### config.mk
export PLATFORM = sky130hd
export DESIGN_NAME = hysteresis_trigger_period_meter_flat
export DESIGN_NICKNAME = d
export VERILOG_FILES = /design/src/hw/rtl/htpm_pkg.sv /design/src/hw/rtl/htpm_if.sv /design/src/hw/rtl/htpm_ctrl.sv /design/src/hw/rtl/htpm_dp.sv /design/src/hw/rtl/hysteresis_trigger_period_meter.sv /design/src/flat_wrapper.sv
export SDC_FILE = /design/constraint.sdc
export NUM_CORES = 1
export LEC_CHECK = 0
export ABC_AREA = 1
export BUFFER_PORTS_ARGS = -buffer_cell sky130_fd_sc_hd__buf_2
export CORE_MARGIN = 2
export CORE_UTILIZATION = 40
export CTS_CLUSTER_SIZE = 10
export DETAILED_ROUTE_END_ITERATION = 8
export HOLD_SLACK_MARGIN = 0.06
export PLACE_DENSITY_LB_ADDON = 0.25
export SYNTH_ARGS = -nofsm -noshare
export SYNTH_HDL_FRONTEND = slang
export SYNTH_SLANG_ARGS = --single-unit
### constraint.sdc
create_clock -name clock -period 7.04 [get_ports clock]
set_input_delay 1.408 -clock clock [delete_from_list [all_inputs] [get_ports clock]]
set_output_delay 1.408 -clock clock [all_outputs]
set_load 0.02 [all_outputs]
### src/hw/rtl/htpm_pkg.sv
// Shared types and constants of the hysteresis trigger period meter.
`timescale 1ns / 1ps

package htpm_pkg;

   // Fixed field widths of the channels and the register port
   localparam int SAMPLE_W  = 12;
   localparam int LEVEL_W   = 12;
   localparam int TOTAL_W   = 4;
   localparam int INDEX_W   = 12;
   localparam int CSR_IDX_W = 2;

   // Register indexes
   localparam logic [CSR_IDX_W-1:0] CSR_MAX_LEVEL  = 2'd0;
   localparam logic [CSR_IDX_W-1:0] CSR_MIN_LEVEL  = 2'd1;
   localparam logic [CSR_IDX_W-1:0] CSR_MEAN_LEVEL = 2'd2;

   // Register reset values
   localparam logic [LEVEL_W-1:0] MAX_LEVEL_RST  = 12'd4095;
   localparam logic [LEVEL_W-1:0] MIN_LEVEL_RST  = 12'd0;
   localparam logic [LEVEL_W-1:0] MEAN_LEVEL_RST = 12'd2048;

   // Controller to datapath
   typedef struct packed {
      logic accept;       // sample beat taken
      logic capture_end;  // taken beat carries last
      logic div_step;     // advance the divider one bit
      logic load_out;     // load the result register
   } cmd_type;

   // Datapath to controller
   typedef struct packed {
      logic div_last;     // divider is on its final bit
   } status_type;

endpackage

### src/hw/rtl/htpm_if.sv
// Sample and result channel interfaces of the hysteresis trigger period meter.
`timescale 1ns / 1ps

interface htpm_req_if;
   logic                          valid;
   logic                          ready;
   logic [htpm_pkg::SAMPLE_W-1:0] sample;
   logic                          last;

   modport source (output valid, output sample, output last, input ready);
   modport sink   (input valid, input sample, input last, output ready);
endinterface

interface htpm_rsp_if;
   logic                         valid;
   logic                         ready;
   logic [htpm_pkg::TOTAL_W-1:0] trigger_total;
   logic [htpm_pkg::INDEX_W-1:0] first_trigger;
   logic [htpm_pkg::INDEX_W-1:0] second_trigger;
   logic [htpm_pkg::INDEX_W-1:0] period_samples;
   logic                         period_valid;

   modport source (output valid, output trigger_total, output first_trigger,
                   output second_trigger, output period_samples, output period_valid,
                   input ready);
   modport sink   (input valid, input trigger_total, input first_trigger,
                   input second_trigger, input period_samples, input period_valid,
                   output ready);
endinterface

### src/hw/rtl/htpm_ctrl.sv
// Sequencing controller: sample run, end-of-capture divide, result handoff.
`timescale 1ns / 1ps

module htpm_ctrl (
   input  logic                 clock,
   input  logic                 reset,
   input  logic                 req_valid,
   input  logic                 req_last,
   output logic                 req_ready,
   input  logic                 rsp_ready,
   output logic                 rsp_valid,
   input  htpm_pkg::status_type status,
   output htpm_pkg::cmd_type    cmd
);

   localparam logic [1:0] ST_RUN = 2'd0;
   localparam logic [1:0] ST_DIV = 2'd1;
   localparam logic [1:0] ST_OUT = 2'd2;

   logic [1:0] state_ff;
   logic [1:0] state_in;
   logic       rsp_valid_ff;
   logic       rsp_valid_in;
   logic       out_free;
   logic       take;

   assign req_ready = (state_ff == ST_RUN);
   assign rsp_valid = rsp_valid_ff;
   assign take      = req_valid && req_ready;
   assign out_free  = !rsp_valid_ff || rsp_ready;

   always_comb begin
      state_in        = state_ff;
      cmd.accept      = take;
      cmd.capture_end = take && req_last;
      cmd.div_step    = 1'b0;
      cmd.load_out    = 1'b0;
      unique case (state_ff)
         ST_RUN: begin
            if (take && req_last) state_in = ST_DIV;
         end
         ST_DIV: begin
            cmd.div_step = 1'b1;
            if (status.div_last) state_in = ST_OUT;
         end
         ST_OUT: begin
            // hold here until the result register frees up
            if (out_free) begin
               cmd.load_out = 1'b1;
               state_in     = ST_RUN;
            end
         end
         default: state_in = ST_RUN;
      endcase
   end

   always_comb begin
      rsp_valid_in = rsp_valid_ff && !rsp_ready;
      if (cmd.load_out) rsp_valid_in = 1'b1;
   end

   always_ff @(posedge clock) begin
      if (reset) begin
         state_ff     <= ST_RUN;
         rsp_valid_ff <= 1'b0;
      end else begin
         state_ff     <= state_in;
         rsp_valid_ff <= rsp_valid_in;
      end
   end

endmodule

### src/hw/rtl/htpm_dp.sv
// Datapath: level registers, hysteresis compare, trigger record, serial divider.
`timescale 1ns / 1ps

module htpm_dp #(
   parameter int MAX_SAMPLES  = 4096,
   parameter int MAX_TRIGGERS = 10
) (
   input  logic                                clock,
   input  logic                                reset,
   input  logic                                csr_we,
   input  logic [htpm_pkg::CSR_IDX_W-1:0]      csr_index,
   input  logic [htpm_pkg::LEVEL_W-1:0]        csr_wdata,
   input  logic [htpm_pkg::SAMPLE_W-1:0]       sample,
   input  htpm_pkg::cmd_type                   cmd,
   output htpm_pkg::status_type                status,
   output logic [htpm_pkg::TOTAL_W-1:0]        trigger_total,
   output logic [htpm_pkg::INDEX_W-1:0]        first_trigger,
   output logic [htpm_pkg::INDEX_W-1:0]        second_trigger,
   output logic [htpm_pkg::INDEX_W-1:0]        period_samples,
   output logic                                period_valid
);

   localparam int IDX_W  = $clog2(MAX_SAMPLES);
   localparam int CNT_W  = $clog2(MAX_TRIGGERS + 1);
   localparam int STEP_W = $clog2(IDX_W);
   localparam int LVL_W  = htpm_pkg::LEVEL_W;
   localparam int SCL_W  = LVL_W + 3;
   localparam int TOT_W  = htpm_pkg::TOTAL_W;
   localparam int OIX_W  = htpm_pkg::INDEX_W;

   // level registers
   logic [LVL_W-1:0] max_ff, min_ff, mean_ff;

   // capture state
   logic             high_ff, high_in;
   logic [IDX_W-1:0] idx_ff, idx_in;
   logic [CNT_W-1:0] cnt_ff, cnt_in;
   logic [IDX_W-1:0] first_ff, first_in;
   logic [IDX_W-1:0] second_ff, second_in;
   logic [IDX_W-1:0] latest_ff, latest_in;

   // end-of-capture operands and divider
   logic [CNT_W-1:0]  res_cnt_ff;
   logic [IDX_W-1:0]  res_first_ff, res_second_ff;
   logic              res_ok_ff;
   logic [IDX_W-1:0]  quo_ff, quo_in;
   logic [CNT_W-1:0]  rem_ff, rem_in;
   logic [CNT_W-1:0]  dvs_ff;
   logic [STEP_W-1:0] step_ff;
   logic [CNT_W:0]    trial;

   // result register
   logic [TOT_W-1:0] total_ff;
   logic [OIX_W-1:0] ofirst_ff, osecond_ff, period_ff;
   logic             pvalid_ff;

   // thresholds scaled by five
   logic [LVL_W:0]   lvl_sum;
   logic [LVL_W-1:0] centre;
   logic [SCL_W-1:0] lower5, upper5, s5;
   logic             start, rise, fall, record;

   assign lvl_sum = {1'b0, max_ff} + {1'b0, min_ff};
   assign centre  = lvl_sum[LVL_W:1];
   assign lower5  = SCL_W'({centre, 2'b00}) + SCL_W'(min_ff);
   assign upper5  = SCL_W'({centre, 2'b00}) + SCL_W'(max_ff);
   assign s5      = SCL_W'({sample, 2'b00}) + SCL_W'(sample);

   assign start  = (idx_ff == '0);
   assign fall   = !start && high_ff && (s5 < lower5);
   assign rise   = !start && !high_ff && (s5 > upper5);
   assign record = rise && (cnt_ff < CNT_W'(MAX_TRIGGERS));

   always_comb begin
      high_in   = high_ff;
      cnt_in    = cnt_ff;
      first_in  = first_ff;
      second_in = second_ff;
      latest_in = latest_ff;
      if (start) high_in = (sample > mean_ff);
      else if (fall) high_in = 1'b0;
      else if (rise) high_in = 1'b1;
      if (record) begin
         if (cnt_ff == CNT_W'(0)) first_in = idx_ff;
         else if (cnt_ff == CNT_W'(1)) second_in = idx_ff;
         latest_in = idx_ff;
         cnt_in    = cnt_ff + CNT_W'(1);
      end
      // index saturates at the last slot
      idx_in = (idx_ff == IDX_W'(MAX_SAMPLES - 1)) ? idx_ff : idx_ff + IDX_W'(1);
   end

   // restoring divide, one quotient bit a cycle
   assign trial = {rem_ff, quo_ff[IDX_W-1]};
   always_comb begin
      if (trial >= {1'b0, dvs_ff}) begin
         rem_in = CNT_W'(trial - {1'b0, dvs_ff});
         quo_in = {quo_ff[IDX_W-2:0], 1'b1};
      end else begin
         rem_in = trial[CNT_W-1:0];
         quo_in = {quo_ff[IDX_W-2:0], 1'b0};
      end
   end

   assign status.div_last = (step_ff == STEP_W'(IDX_W - 1));

   always_ff @(posedge clock) begin
      if (reset) begin
         max_ff  <= htpm_pkg::MAX_LEVEL_RST;
         min_ff  <= htpm_pkg::MIN_LEVEL_RST;
         mean_ff <= htpm_pkg::MEAN_LEVEL_RST;
      end else if (csr_we) begin
         unique case (csr_index)
            htpm_pkg::CSR_MAX_LEVEL:  max_ff  <= csr_wdata;
            htpm_pkg::CSR_MIN_LEVEL:  min_ff  <= csr_wdata;
            htpm_pkg::CSR_MEAN_LEVEL: mean_ff <= csr_wdata;
            default: ;
         endcase
      end
   end

   always_ff @(posedge clock) begin
      if (reset || (cmd.accept && cmd.capture_end)) begin
         high_ff   <= 1'b0;
         idx_ff    <= '0;
         cnt_ff    <= '0;
         first_ff  <= '0;
         second_ff <= '0;
         latest_ff <= '0;
      end else if (cmd.accept) begin
         high_ff   <= high_in;
         idx_ff    <= idx_in;
         cnt_ff    <= cnt_in;
         first_ff  <= first_in;
         second_ff <= second_in;
         latest_ff <= latest_in;
      end
   end

   // capture the final counts and seed the divider
   always_ff @(posedge clock) begin
      if (cmd.capture_end) begin
         res_cnt_ff    <= cnt_in;
         res_first_ff  <= first_in;
         res_second_ff <= second_in;
         res_ok_ff     <= (cnt_in >= CNT_W'(2));
         quo_ff        <= latest_in - first_in;
         rem_ff        <= '0;
         dvs_ff        <= cnt_in - CNT_W'(1);
         step_ff       <= '0;
      end else if (cmd.div_step) begin
         quo_ff  <= quo_in;
         rem_ff  <= rem_in;
         step_ff <= step_ff + STEP_W'(1);
      end
   end

   always_ff @(posedge clock) begin
      if (cmd.load_out) begin
         if (res_ok_ff) begin
            total_ff   <= TOT_W'(res_cnt_ff);
            ofirst_ff  <= OIX_W'(res_first_ff);
            osecond_ff <= OIX_W'(res_second_ff);
            period_ff  <= OIX_W'(quo_ff);
            pvalid_ff  <= 1'b1;
         end else begin
            total_ff   <= '0;
            ofirst_ff  <= '0;
            osecond_ff <= '0;
            period_ff  <= '0;
            pvalid_ff  <= 1'b0;
         end
      end
   end

   assign trigger_total  = total_ff;
   assign first_trigger  = ofirst_ff;
   assign second_trigger = osecond_ff;
   assign period_samples = period_ff;
   assign period_valid   = pvalid_ff;

endmodule

### src/hw/rtl/hysteresis_trigger_period_meter.sv
// Top level of the hysteresis trigger period meter.
`timescale 1ns / 1ps

// Usage:
// req_chan carries one ADC sample per beat; last marks the final sample of a
// capture. The first sample sets the starting side against mean_level; later
// samples are compared with a hysteresis band 20% of each half-range around
// the centre of max_level and min_level. Each rise through the upper edge
// after the signal was low records a trigger index, up to MAX_TRIGGERS.
// Samples inside a capture are taken one per cycle. After the beat with last,
// a shift-subtract divider forms (latest - first) / (count - 1) and req_chan
// drops ready until the result is loaded into the output register, which
// then raises one rsp_chan beat. While rsp_chan stalls, the next capture
// streams in, and only its end-of-capture handoff waits for the register to
// drain.
// csr_* writes max_level, min_level, mean_level (indexes 0, 1, 2).
// Reset restores the levels to 4095, 0, 2048, clears the capture and drops
// any pending result.

module hysteresis_trigger_period_meter #(
   parameter int MAX_SAMPLES  = 4096,
   parameter int MAX_TRIGGERS = 10
) (
   input  logic                              clock,
   input  logic                              reset,
   htpm_req_if.sink                          req_chan,
   htpm_rsp_if.source                        rsp_chan,
   input  logic                              csr_we,
   input  logic [htpm_pkg::CSR_IDX_W-1:0]    csr_index,
   input  logic [htpm_pkg::LEVEL_W-1:0]      csr_wdata
);

   htpm_pkg::cmd_type    cmd;
   htpm_pkg::status_type status;

   htpm_ctrl u_ctrl (
      .clock     (clock),
      .reset     (reset),
      .req_valid (req_chan.valid),
      .req_last  (req_chan.last),
      .req_ready (req_chan.ready),
      .rsp_ready (rsp_chan.ready),
      .rsp_valid (rsp_chan.valid),
      .status    (status),
      .cmd       (cmd)
   );

   htpm_dp #(
      .MAX_SAMPLES  (MAX_SAMPLES),
      .MAX_TRIGGERS (MAX_TRIGGERS)
   ) u_dp (
      .clock          (clock),
      .reset          (reset),
      .csr_we         (csr_we),
      .csr_index      (csr_index),
      .csr_wdata      (csr_wdata),
      .sample         (req_chan.sample),
      .cmd            (cmd),
      .status         (status),
      .trigger_total  (rsp_chan.trigger_total),
      .first_trigger  (rsp_chan.first_trigger),
      .second_trigger (rsp_chan.second_trigger),
      .period_samples (rsp_chan.period_samples),
      .period_valid   (rsp_chan.period_valid)
   );

   // the end of a capture always closes the sample side for the divide
   assert property (@(posedge clock) disable iff (reset)
      (req_chan.valid && req_chan.ready && req_chan.last) |=> !req_chan.ready)
      else $error("sample beat taken right after end of capture");

   // a result without a period carries all-zero fields
   assert property (@(posedge clock) disable iff (reset)
      (rsp_chan.valid && !rsp_chan.period_valid) |->
      (rsp_chan.trigger_total == '0 && rsp_chan.first_trigger == '0 &&
       rsp_chan.second_trigger == '0 && rsp_chan.period_samples == '0))
      else $error("result without period has nonzero fields");

   // a new result only appears out of the divide, never during sampling
   assert property (@(posedge clock) disable iff (reset)
      $rose(rsp_chan.valid) |-> !$past(req_chan.ready))
      else $error("result raised while samples were being taken");

endmodule

### src/flat_wrapper.sv
// flat-port wrapper written by rule: the top's interface ports become plain ports
module hysteresis_trigger_period_meter_flat 
#(
   parameter int MAX_SAMPLES  = 4096,
   parameter int MAX_TRIGGERS = 10
)
  (clock, reset, csr_we, csr_index, csr_wdata, req_chan_valid, req_chan_sample, req_chan_last, req_chan_ready, rsp_chan_valid, rsp_chan_trigger_total, rsp_chan_first_trigger, rsp_chan_second_trigger, rsp_chan_period_samples, rsp_chan_period_valid, rsp_chan_ready);
  htpm_req_if req_chan_i ();
  htpm_rsp_if rsp_chan_i ();
  input  logic clock;
  input  logic reset;
  input  logic csr_we;
  input  logic [htpm_pkg::CSR_IDX_W-1:0] csr_index;
  input  logic [htpm_pkg::LEVEL_W-1:0] csr_wdata;
  input wire logic [$bits(req_chan_i.valid)-1:0] req_chan_valid;
  input wire logic [$bits(req_chan_i.sample)-1:0] req_chan_sample;
  input wire logic [$bits(req_chan_i.last)-1:0] req_chan_last;
  output wire logic [$bits(req_chan_i.ready)-1:0] req_chan_ready;
  output wire logic [$bits(rsp_chan_i.valid)-1:0] rsp_chan_valid;
  output wire logic [$bits(rsp_chan_i.trigger_total)-1:0] rsp_chan_trigger_total;
  output wire logic [$bits(rsp_chan_i.first_trigger)-1:0] rsp_chan_first_trigger;
  output wire logic [$bits(rsp_chan_i.second_trigger)-1:0] rsp_chan_second_trigger;
  output wire logic [$bits(rsp_chan_i.period_samples)-1:0] rsp_chan_period_samples;
  output wire logic [$bits(rsp_chan_i.period_valid)-1:0] rsp_chan_period_valid;
  input wire logic [$bits(rsp_chan_i.ready)-1:0] rsp_chan_ready;
  assign req_chan_i.valid = req_chan_valid;
  assign req_chan_i.sample = req_chan_sample;
  assign req_chan_i.last = req_chan_last;
  assign req_chan_ready = req_chan_i.ready;
  assign rsp_chan_valid = rsp_chan_i.valid;
  assign rsp_chan_trigger_total = rsp_chan_i.trigger_total;
  assign rsp_chan_first_trigger = rsp_chan_i.first_trigger;
  assign rsp_chan_second_trigger = rsp_chan_i.second_trigger;
  assign rsp_chan_period_samples = rsp_chan_i.period_samples;
  assign rsp_chan_period_valid = rsp_chan_i.period_valid;
  assign rsp_chan_i.ready = rsp_chan_ready;
  hysteresis_trigger_period_meter #(.MAX_SAMPLES(MAX_SAMPLES), .MAX_TRIGGERS(MAX_TRIGGERS)) u_core (.clock(clock), .reset(reset), .req_chan(req_chan_i), .rsp_chan(rsp_chan_i), .csr_we(csr_we), .csr_index(csr_index), .csr_wdata(csr_wdata));
endmodule
# Word level (Yosys, flattened, before mapping)
# Index checks and enable logic that the tools add are counted.
dict set report classes {
  n_lt_le_gt_ge 6
  add_sub_neg 10
  n_bitwise 1
  n_mux 23
  div_mod_pow 0
  n_reduce_logical 27
  shifts 0
  mul 0
  eq_ne 10
}
# cell n
set op_table {}
lappend op_table {{$mux W12} 8}
lappend op_table {{$add A14 B12 Y15} 3}
lappend op_table {{$gt A15 B15 Y1} 1}
lappend op_table {{$lt A15 B15 Y1} 1}
lappend op_table {{$add A12 B12 Y13} 1}
lappend op_table {{$add A12 B1 Y12 const B} 1}
lappend op_table {{$eq A12 B12 Y1 const B} 1}
lappend op_table {{$gt A12 B12 Y1} 1}
lappend op_table {{$logic_not A12 Y1} 1}
lappend op_table {{$sub A12 B12 Y12} 1}
lappend op_table {{$reduce_and A2 Y1} 5}
lappend op_table {{$logic_and A1 B1 Y1} 9}
lappend op_table {{$mux W1} 9}
lappend op_table {{$add A4 B1 Y4 const B} 2}
lappend op_table {{$mux W4} 2}
lappend op_table {{$mux W2} 3}
lappend op_table {{$pmux W2 S3} 1}
lappend op_table {{$ge A5 B4 Y1} 1}
lappend op_table {{$eq A2 B1 Y1 const B} 2}
lappend op_table {{$eq A2 B2 Y1 const B} 2}
lappend op_table {{$eq A4 B1 Y1 const B} 1}
lappend op_table {{$eq A4 B4 Y1 const B} 1}
lappend op_table {{$ge A4 B2 Y1 const B} 1}
lappend op_table {{$logic_not A1 Y1} 4}
lappend op_table {{other kinds (12)} 15}
dict set report word_totals {
  latch_bits 0
  in_bits 32
  output_inout_bits 43
  register_bits 186
  mem_count 0
  word_cells 101
  ramBits 0
  rom_bits 0
}

# Depth between registers and ports, before layout
# Gate-level depths: netlist of run 1.
dict set report depth {
  depth_word 8
  mapped_depth 42
  ltp_nobuf 41
}

# Hierarchy
# A second synthesis of run 1 with hierarchy kept.
dict set report unflattened {
  cells_unflattened 1351
  area_unflattened_um2 10949.3
}
# mod cells_each area_each_um2 instances seq_area_each_um2
set modules_own_cells {}
lappend modules_own_cells {htpm_dp 1330 10781.6 1 4524.3}
lappend modules_own_cells {htpm_ctrl 21 167.7 1 60.1}

# Worst setup path before layout of run 1
# OpenSTA, ideal clock, no wires.
dict set report synth_path {
  path_kind {input port to flip-flop}
  start {in req_chan_sample[0]}
  end {reg u_core.u_dp.quo_ff[8], data pin}
  setup_ns 0.268
  slack_ns 1.032
  arrival_ns 5.740
  path_buffers 1
  stages 32
  required_time_ns 6.772
  path_cell_list {ha_1 fa_1 a21oi_1 o21bai_1 nand2_1 o211ai_1 a21o_1 a21oi_1 xor2_1 ha_1 nand2_1 nor2_1 nand3_1 nor2_2 nor2_4 nand3_4 nor2_4 buf_6 nand2_1 o21ai_0 inv_1 ha_1 fa_1 inv_1 nand3_1 a21oi_1 nor2_1 nor2_1 o21ai_0 nand2_1 xor2_1 o21ai_0}
}
dict set report synth_between {
  elab_chain_len 7
  word_cells_on_any_way 8
  classes_between {add/sub (2); order compare (1); mux (3); reduce/logical (2)}
}
# item line
set synth_lines {}
lappend synth_lines {{start: declaration} flat_wrapper.sv:16} ;# input wire logic [$bits(req_chan_i.sample)-1:0] req_chan_sample;
lappend synth_lines {{$add A14 B12 Y15} htpm_dp.sv:67} ;# assign s5 = SCL_W'({sample, 2'b00}) + SCL_W'(sample);
lappend synth_lines {{$gt A15 B15 Y1} htpm_dp.sv:71} ;# assign rise = !start && !high_ff && (s5 > upper5);
lappend synth_lines {{$logic_and A1 B1 Y1} htpm_dp.sv:71}
lappend synth_lines {{$logic_and A1 B1 Y1} htpm_dp.sv:72} ;# assign record = rise && (cnt_ff < CNT_W'(MAX_TRIGGERS));
lappend synth_lines {{$mux W12} htpm_dp.sv:83} ;# if (record) begin
lappend synth_lines {{named net u_core.u_dp.first_in[0]} htpm_dp.sv:38} ;# logic [IDX_W-1:0] first_ff, first_in;
lappend synth_lines {{$sub A12 B12 Y12} htpm_dp.sv:147} ;# quo_ff <= latest_in - first_in;
lappend synth_lines {{$mux W12} htpm_dp.sv:142} ;# if (cmd.capture_end) begin
lappend synth_lines {{end signal: assignment} htpm_dp.sv:147}
lappend synth_lines {{end signal: assignment} htpm_dp.sv:152} ;# quo_ff <= quo_in;
lappend synth_lines {{end: declaration} htpm_dp.sv:46} ;# logic [IDX_W-1:0] quo_ff, quo_in;
# The timed path passes the listed nets, and every way through them passes these cells.
# A chain may end at the register's enable or synchronous reset.

# Worst setup path after layout of run 1
dict set report layout_path {
  start {reg u_core.u_dp.max_ff[0]}
  end {reg u_core.u_dp.quo_ff[8], data pin}
}
dict set report layout_between {
  elab_chain_len 8
  word_cells_on_any_way 9
  classes_between {add/sub (3); order compare (1); mux (3); reduce/logical (2)}
}
# item line
set layout_lines {}
lappend layout_lines {{start: declaration} htpm_dp.sv:32} ;# logic [LVL_W-1:0] max_ff, min_ff, mean_ff;
lappend layout_lines {{start signal: assignment} htpm_dp.sv:109} ;# max_ff <= htpm_pkg::MAX_LEVEL_RST;
lappend layout_lines {{start signal: assignment} htpm_dp.sv:114} ;# htpm_pkg::CSR_MAX_LEVEL: max_ff <= csr_wdata;
lappend layout_lines {{$add A12 B12 Y13} htpm_dp.sv:63} ;# assign lvl_sum = {1'b0, max_ff} + {1'b0, min_ff};
lappend layout_lines {{$add A14 B12 Y15 *} htpm_dp.sv:66} ;# assign upper5 = SCL_W'({centre, 2'b00}) + SCL_W'(max_ff);
lappend layout_lines {{$gt A15 B15 Y1 *} htpm_dp.sv:71}
lappend layout_lines {{$logic_and A1 B1 Y1 *} htpm_dp.sv:71}
lappend layout_lines {{$logic_and A1 B1 Y1 *} htpm_dp.sv:72}
lappend layout_lines {{$mux W12 *} htpm_dp.sv:83}
lappend layout_lines {{named net u_core.u_dp.first_in[0]} htpm_dp.sv:38}
lappend layout_lines {{$sub A12 B12 Y12 *} htpm_dp.sv:147}
lappend layout_lines {{$mux W12 *} htpm_dp.sv:142}
# Mark *: on every way through the listed nets, which the timed path passes. The rest lies on a longest branch.

==> metrics.yaml, run 1 <==
run_status:
  outcome: "finished clean"
synth:
  synth_edf_count: 86
  ys_warn_count: 0
  synth.ff_latch_count: 186
  postSynth.topFlopCell: "sky130_fd_sc_hd__dfxtp_1"
  post_synth_num_cell_types: 41
  synth_sequential_area_ratio_pct: 40.87
  synthesis.area_per_instance_sq_um: 8.123
  netlist_area_sq_um: 11220
  postSynth.asyncResetShare_pct: 0
  synthesis.instances: 1381
  yosysTopAreaCell: "sky130_fd_sc_hd__edfxtp_1"
  netlist.area_leader.share_pct: 23.02
  netlist_top_cells_area: "sky130_fd_sc_hd__edfxtp_1 (23%), sky130_fd_sc_hd__dfxtp_1 (18%), sky130_fd_sc_hd__ha_1 (12%)"
  mappedNetlistNets: 1527
power_and_ir_drop:
  power_frac_seq_pct: 37.0
  netSwitchingFraction_pct: 36.67
  clock_power_share_pct: 29.9
  power_w: 0.003411
  share_of_total_power_in_combinational_logic_pct: 33.1
  p_sw_w: 0.001251
  power.static_leakage_nw: 6.042
  power.internal_w: 0.002160
  peakVddDrop_mv: 0.1324
  cellPowerDensity_nw_per_um2: 271.3
layout:
  n_fill_cell: 2724
  antenna_cells: 0
  fin_nets: 1595
  syn_to_final_growth_pct: 12.10
  final-seq-area_sq_um: 4584
  drive_above_1_share_pct: 11.56
  layoutNonFillerInstCount: 1840
  multiInputGateArea_sq_um: 5565
worst_setup_path:
  slowest_delay_ps: 420
  regToRegStartpoint: "u_core.u_dp.max_ff[0]"
  cp.required_ps: 7200
  cp_common_cell: "sky130_fd_sc_hd__nand2_1"
  critPathKind: "flop to flop"
  critical_path_launch_point: "u_core.u_dp.max_ff[0]"
  critPathSlowestCell: "sky130_fd_sc_hd__fa_1"
  cp_data_arrival_time_ps: 6480
  startpoint_type: "flop"
  crit_path_end_kind: "flop"
  maximum_fanout_along_the_worst_path: 13
routing:
  vias: 8928
  dr.pass1.iters: 5
  routed_length_per_placed_instance_um: 13.51
  post_drt_via_cell_ratio: 4.852
  final_ant_viol_nets: 0
  drc_markers: 0
  postRouteWirelength_mm: 24.85
  detailedRoute.firstIterationViolations: 458
placement:
  hpwl_mm: 18.61
  detailedPlace.worstSlack_ps: 435.5
  dp_cells: 1808
  place.gp.congestion: 0.9152
  io_buffer_count: 74
floorplan:
  io-pin-count: 75
  die_area_sq_um: 29400
  die_y_um: 171.5
  start_util_pct: 40.49
  floorplan.core_area_sq_um: 27710
  dieWidth_um: 171.5
  placement_rows: 61
timing:
  final.setup.worst_slack_ps: 719.8
  setup_total_negative_slack_ps: 0
  timing_max_transition_violations_final: 0
  slew_headroom_pct: 24.98
  rsz0062_at_grt: "no"
  finalHoldViolCount: 0
  layout_worst_path_cycle_share_pct: 89.78
  setup_viol_count_final: 0
  achievable-frequency_mhz: 158.2
  timing.final.crit_period_ps: 6320
  tightestPinTransition_ps: 1123
  clock_skew_ps: 21.17
  worst_case_hold_slack_ps: 459.7
global_routing:
  number_of_antenna_violations_at_the_first_check_in_global_routing: 0
  grt_pass1_vias: 8616
  grt_first_pass_wirelength_mm: 42.23
  gr-usage-all-layers_pct: 17.91
  maximum_number_of_pins_on_one_net_before_global_route_repair: 54
  overflow: 0
clocking:
  cts-resized-gates: 0
  cts-hold-fix-buffers: 0
  clock_tree.buffer_depth: 2
  worst_setup_hold_path_clk_slew_ps: 90
  cts_root_buffer: "sky130_fd_sc_hd__clkbuf_16"
  cts_num_sinks: 186
  worst_skew_pair_latency_ps: 450
  cts_tree: "done"
  h-tree-depth: 4
  cts_inserted_buffers: 17
  postCtsSetupRepairBufs: 0
hold_path:
  hp-start: "u_core.u_dp.mean_ff[0]"
  hold_class: "flop to flop"
job:
  maxCapViolations: 0
stage by stage:
stage	util [%]	area, sq um
floorplan	-	11220
finish	45.39	12580
global route	45.39	12580
detailed placement	43.16	11960
CTS	45.36	12570
global placement	43.16	11960
cells in the mapped netlist, types with 5 or more instances:
master / count
sky130_fd_sc_hd__a21o_1: 5
sky130_fd_sc_hd__a21oi_1: 118
sky130_fd_sc_hd__buf_6: 7
sky130_fd_sc_hd__clkbuf_1: 25
sky130_fd_sc_hd__dfxtp_1: 100
sky130_fd_sc_hd__edfxtp_1: 86
sky130_fd_sc_hd__fa_1: 6
sky130_fd_sc_hd__ha_1: 108
sky130_fd_sc_hd__inv_1: 229
sky130_fd_sc_hd__inv_2: 6
sky130_fd_sc_hd__nand2_1: 246
sky130_fd_sc_hd__nand2_2: 6
sky130_fd_sc_hd__nand3_1: 47
sky130_fd_sc_hd__nand3b_1: 6
sky130_fd_sc_hd__nand4_1: 9
sky130_fd_sc_hd__nor2_1: 115
sky130_fd_sc_hd__nor3_1: 23
sky130_fd_sc_hd__nor4_1: 6
sky130_fd_sc_hd__o211ai_1: 5
sky130_fd_sc_hd__o21ai_0: 70
sky130_fd_sc_hd__o21ai_1: 45
sky130_fd_sc_hd__o21ai_2: 23
sky130_fd_sc_hd__o31ai_2: 11
sky130_fd_sc_hd__xnor2_1: 16
sky130_fd_sc_hd__xor2_1: 30
flip-flops by register name, indices dropped and copies added, names as in the netlist, 12 cells and up:
register and cells:
u_core.u_dp.second_trigger 12, u_core.u_dp.period_samples 12, u_core.u_dp.idx_ff 12, u_core.u_dp.first_trigger 12
u_core.u_dp.quo_ff 12, u_core.u_dp.res_first_ff 12, u_core.u_dp.latest_ff 12, u_core.u_dp.first_ff 12
u_core.u_dp.second_ff 12, u_core.u_dp.min_ff 12, u_core.u_dp.max_ff 12, u_core.u_dp.res_second_ff 12
u_core.u_dp.mean_ff 12
area by class of cell:
class / count / share of cell area (%)
Sequential cell: 186 / 36.45
Clock buffer: 17 / 3.383
Clock inverter: 15 / 1.472
Tap cell: 378 / 3.761
Inverter: 237 / 7.074
Timing Repair Buffer: 84 / 3.602
Multi-Input combinational cell: 923 / 44.25
metal layers:
metal	routed length, um	up-vias	global-route usage [%]	share of wire (%)
met3	762	36	2.692	3.1
met5	0	-	0	0
met4	488	0	5.601	2.0
li1	-	4696	-	-
met1	12080	4043	23.73	49
met2	11520	153	30.09	46
placed cells by master, fill, tap and decap left out, types with 16 or more instances in the layout:
cell type,netlist,final
sky130_fd_sc_hd__a21oi_1,118,118
sky130_fd_sc_hd__buf_2,2,74
sky130_fd_sc_hd__clkbuf_16,0,17
sky130_fd_sc_hd__dfxtp_1,100,100
sky130_fd_sc_hd__edfxtp_1,86,86
sky130_fd_sc_hd__ha_1,108,108
sky130_fd_sc_hd__inv_1,229,229
sky130_fd_sc_hd__nand2_1,246,246
sky130_fd_sc_hd__nand3_1,47,47
sky130_fd_sc_hd__nor2_1,115,114
sky130_fd_sc_hd__nor3_1,23,23
sky130_fd_sc_hd__o21ai_0,70,67
sky130_fd_sc_hd__o21ai_1,45,48
sky130_fd_sc_hd__o21ai_2,23,23
sky130_fd_sc_hd__xnor2_1,16,16
sky130_fd_sc_hd__xor2_1,30,30
path summary, 6_finish.rpt:
kind                       endpoint  slack (ps)  cells past startpoint
min          u_core.u_dp.mean_ff[0]         460                      2
max reg2reg   u_core.u_dp.quo_ff[8]         720                     38
min reg2reg  u_core.u_dp.mean_ff[0]         460                      2
max           u_core.u_dp.quo_ff[8]         720                     38
critical path, delay by kind of cell, from the launching register on:
kind | cells | cell delay (ps)
DFF | 1 | 400
and+or+nand+nor | 20 | 2180
xor gates and xnor gates | 3 | 570
adders and majority gates | 5 | 1660
buffers and inverters | 3 | 240
AOI/OAI and AO/OA | 7 | 990
power by group through the flow:
| stage | clock network, W | logic (W) | registers, W |
|---|---|---|---|
| final | 0.00102 | 0.00113 | 0.00126 |
| after global routing | 0.00107 | 0.00131 | 0.00127 |
| after CTS | 0.00103 | 0.00114 | 0.00126 |
| after detailed placement | 0 | 0.00113 | 0.00129 |
| after global placement | 0 | 0.00111 | 0.00129 |
| after floorplan | 0 | 0.000896 | 0.00127 |
cell families after synthesis:
logic type	synth area share, %
and+or+nand+nor	17.43
AOI/OAI and AO/OA	15.40
buffers and inverters	9.592
DFF	40.87
adders and majority gates	13.12
xor gates and xnor gates	3.591
Power figures use the tool's default switching activity.
==> run 2, diff against run 1 <==
--- a/config.mk
+++ b/config.mk
@@ -5,7 +5,6 @@
 export SDC_FILE = /design/constraint.sdc
 export NUM_CORES = 1
 export LEC_CHECK = 0
-export ABC_AREA = 1
 export BUFFER_PORTS_ARGS = -buffer_cell sky130_fd_sc_hd__buf_2
 export CORE_MARGIN = 2
 export CORE_UTILIZATION = 40
==> run 2 against run 1 <==
Compared with the run above: clock skew about the same; clock power about the same; sequential share of layout area up 0.67 points; maximum frequency down 3.4%; via count down 12%; wire length down 5.9%; sequential power down 3%; total power down 12%; critical path type is now primary input to flop.
==> metrics.yaml, run 2 <==
global_routing:
  overflow: 0
  grt_pass1_vias: 7683
  maximum_number_of_pins_on_one_net_before_global_route_repair: 47
  number_of_antenna_violations_at_the_first_check_in_global_routing: 0
  gr-usage-all-layers_pct: 17.00
  grt_first_pass_wirelength_mm: 38.55
worst_setup_path:
  cp.required_ps: 7230
  critPathKind: "primary input to flop"
  startpoint_type: "primary input"
  critPathSlowestCell: "sky130_fd_sc_hd__fa_1"
  maximum_fanout_along_the_worst_path: 4
  cp_data_arrival_time_ps: 6730
  slowest_delay_ps: 400
  crit_path_end_kind: "flop"
layout:
  n_fill_cell: 2566
  layout_common_cells: "sky130_fd_sc_hd__nand2_1 (117), sky130_fd_sc_hd__ha_1 (108), sky130_fd_sc_hd__dfxtp_1 (100), sky130_fd_sc_hd__nor2_1 (90), sky130_fd_sc_hd__edfxtp_1 (86)"
  final_common_cell: "sky130_fd_sc_hd__nand2_1"
  syn_to_final_growth_pct: 14.58
  drive_above_1_share_pct: 14.62
  final_area_sq_um: 12350
  fin_nets: 1337
  multiInputGateArea_sq_um: 5824
  antenna_cells: 0
  final-seq-area_sq_um: 4584
timing:
  clock_skew_ps: 21.08
  achievable-frequency_mhz: 152.9
  layout_worst_path_cycle_share_pct: 92.91
  tightestPinTransition_ps: 1148
  timing_max_transition_violations_final: 0
  worst_case_hold_slack_ps: 457.9
  setup_viol_count_final: 0
  setup_total_negative_slack_ps: 0
  slew_headroom_pct: 23.31
  finalHoldViolCount: 0
  timing.final.crit_period_ps: 6541
synth:
  yosysTopAreaCell: "sky130_fd_sc_hd__edfxtp_1"
  netlist.area_leader.share_pct: 23.96
  yosys-top-cells-count: "sky130_fd_sc_hd__nand2_1 (117), sky130_fd_sc_hd__ha_1 (108), sky130_fd_sc_hd__dfxtp_1 (100)"
  yosys.area_share.xor_xnor_pct: 5.085
  post_synth_num_cell_types: 61
  synthesis.area_per_instance_sq_um: 9.726
  synth.ff_latch_count: 186
  ys_warn_count: 0
  synth_compound_gate_area_share_pct: 12.03
  postSynth.asyncResetShare_pct: 0
  postSynth.topFlopCell: "sky130_fd_sc_hd__dfxtp_1"
  netlist_area_sq_um: 10780
  mappedNetlistNets: 1254
  post_synth_fa_ha_maj_area_fraction_pct: 13.65
  yosys-mux-area-fraction_pct: 5.434
  synth_edf_count: 86
  netlist_top_cells_area: "sky130_fd_sc_hd__edfxtp_1 (24%), sky130_fd_sc_hd__dfxtp_1 (19%), sky130_fd_sc_hd__ha_1 (13%)"
  yosysMostFrequentCell: "sky130_fd_sc_hd__nand2_1"
  synth_top_family_by_area: "simple AND/OR/NAND/NOR gates"
  synthesis.instances: 1108
  synth_sequential_area_ratio_pct: 42.54
  synth-simple-area-share_pct: 17.24
floorplan:
  io-pin-count: 75
  dieWidth_um: 168.1
  floorplan.core_area_sq_um: 26730
  start_util_pct: 40.32
  die_y_um: 168.1
  placement_rows: 60
  die_area_sq_um: 28270
placement:
  postPlaceCellArea_sq_um: 11620
  io_buffer_count: 74
  hpwl_mm: 17.18
  place.gp.congestion: 0.8832
power_and_ir_drop:
  cellPowerDensity_nw_per_um2: 243.5
  power.static_leakage_nw: 5.447
  peakVddDrop_mv: 0.1466
hold_path:
  hold_class: "flop to flop"
routing:
  routed_length_per_placed_instance_um: 15.14
  postRouteWirelength_mm: 23.39
  detailedRoute.firstIterationViolations: 315
  dr.pass1.iters: 5
  vias: 7885
  post_drt_via_cell_ratio: 5.104
  drc_markers: 0
  final_ant_viol_nets: 0
clocking:
  worst_skew_pair_latency_ps: 450
  cts_num_sinks: 186
  cts_tree: "done"
  cts-hold-fix-buffers: 0
  h-tree-depth: 4
  worst_setup_hold_path_clk_slew_ps: 80
  clock_tree.buffer_depth: 2
  cts_inserted_buffers: 17
  cts_root_buffer: "sky130_fd_sc_hd__clkbuf_16"
run_status:
  outcome: "finished clean"
job:
  maxCapViolations: 0
## run 2: through the flow
| stage | setup WS [ps] | util [%] | total power (W) | instances |
|---|---|---|---|---|
| 2_1_floorplan | 51.72 | - | 0.001781 | 1108 |
| 3_3_place_gp | 56.13 | 43.50 | 0.001967 | 1509 |
| 3_5_place_dp | -87.36 | 43.50 | 0.001978 | 1509 |
| 4_1_cts | 181.3 | 45.90 | 0.003025 | 1541 |
| 5_1_grt | -16.79 | 46.20 | 0.003202 | 1545 |
| 6_report | 499.1 | 46.20 | 0.003007 | 1545 |
## run 2: worst paths after layout
check                          from                     end  slack (ps)  cells after the start
min reg2reg  u_core.u_dp.mean_ff[8]  u_core.u_dp.mean_ff[8]         460                      2
min          u_core.u_dp.mean_ff[8]  u_core.u_dp.mean_ff[8]         460                      2
max reg2reg   u_core.u_dp.max_ff[1]   u_core.u_dp.quo_ff[8]         530                     32
max              req_chan_sample[0]   u_core.u_dp.quo_ff[8]         500                     29
## run 2: final cells by class
class | count | share of cell area [%]
Multi-Input combinational cell | 815 | 47.17
Sequential cell | 186 | 37.13
Timing Repair Buffer | 110 | 5.188
Tap cell | 341 | 3.455
Clock buffer | 17 | 3.445
Inverter | 61 | 1.854
Clock inverter | 15 | 1.763
## run 2: layer usage
layer | part of all wire (%) | up-vias | routed length [um] | track usage, %
li1 | - | 4057 | - | -
met1 | 47 | 3673 | 11030 | 21.54
met2 | 49 | 132 | 11390 | 30.15
met3 | 2.9 | 23 | 673 | 2.821
met4 | 1.3 | 0 | 296 | 4.423
met5 | 0 | - | 0 | 0
## run 2: report_power, final
part	switching, W	internal, W
logic	0.000415	0.000336
clock network	0.000539	0.000501
registers	0.0000342	0.00118
total	0.000988	0.00202
## run 2: cell families after synthesis
family,Yosys count
xor+xnor,61
fa+ha+maj,114
buf+inv,107
compound gates,206
mux,57
flops,186
simple gates,377
## run 2: worst max-delay path, delay by kind of cell
family,cells,cell delay [ps]
fa+ha+maj,5,1510
simple gates,5,650
compound gates,17,2880
buf+inv,2,270
## run 2: what timing repair did
| action | CTS | global route |
|---|---|---|
| setup endpoints to repair | 0 | 7 |
| buffers inserted | 0 | 4 |
| endpoints found under the hold margin | 0 | 0 |
| resized for setup | 0 | 16 |
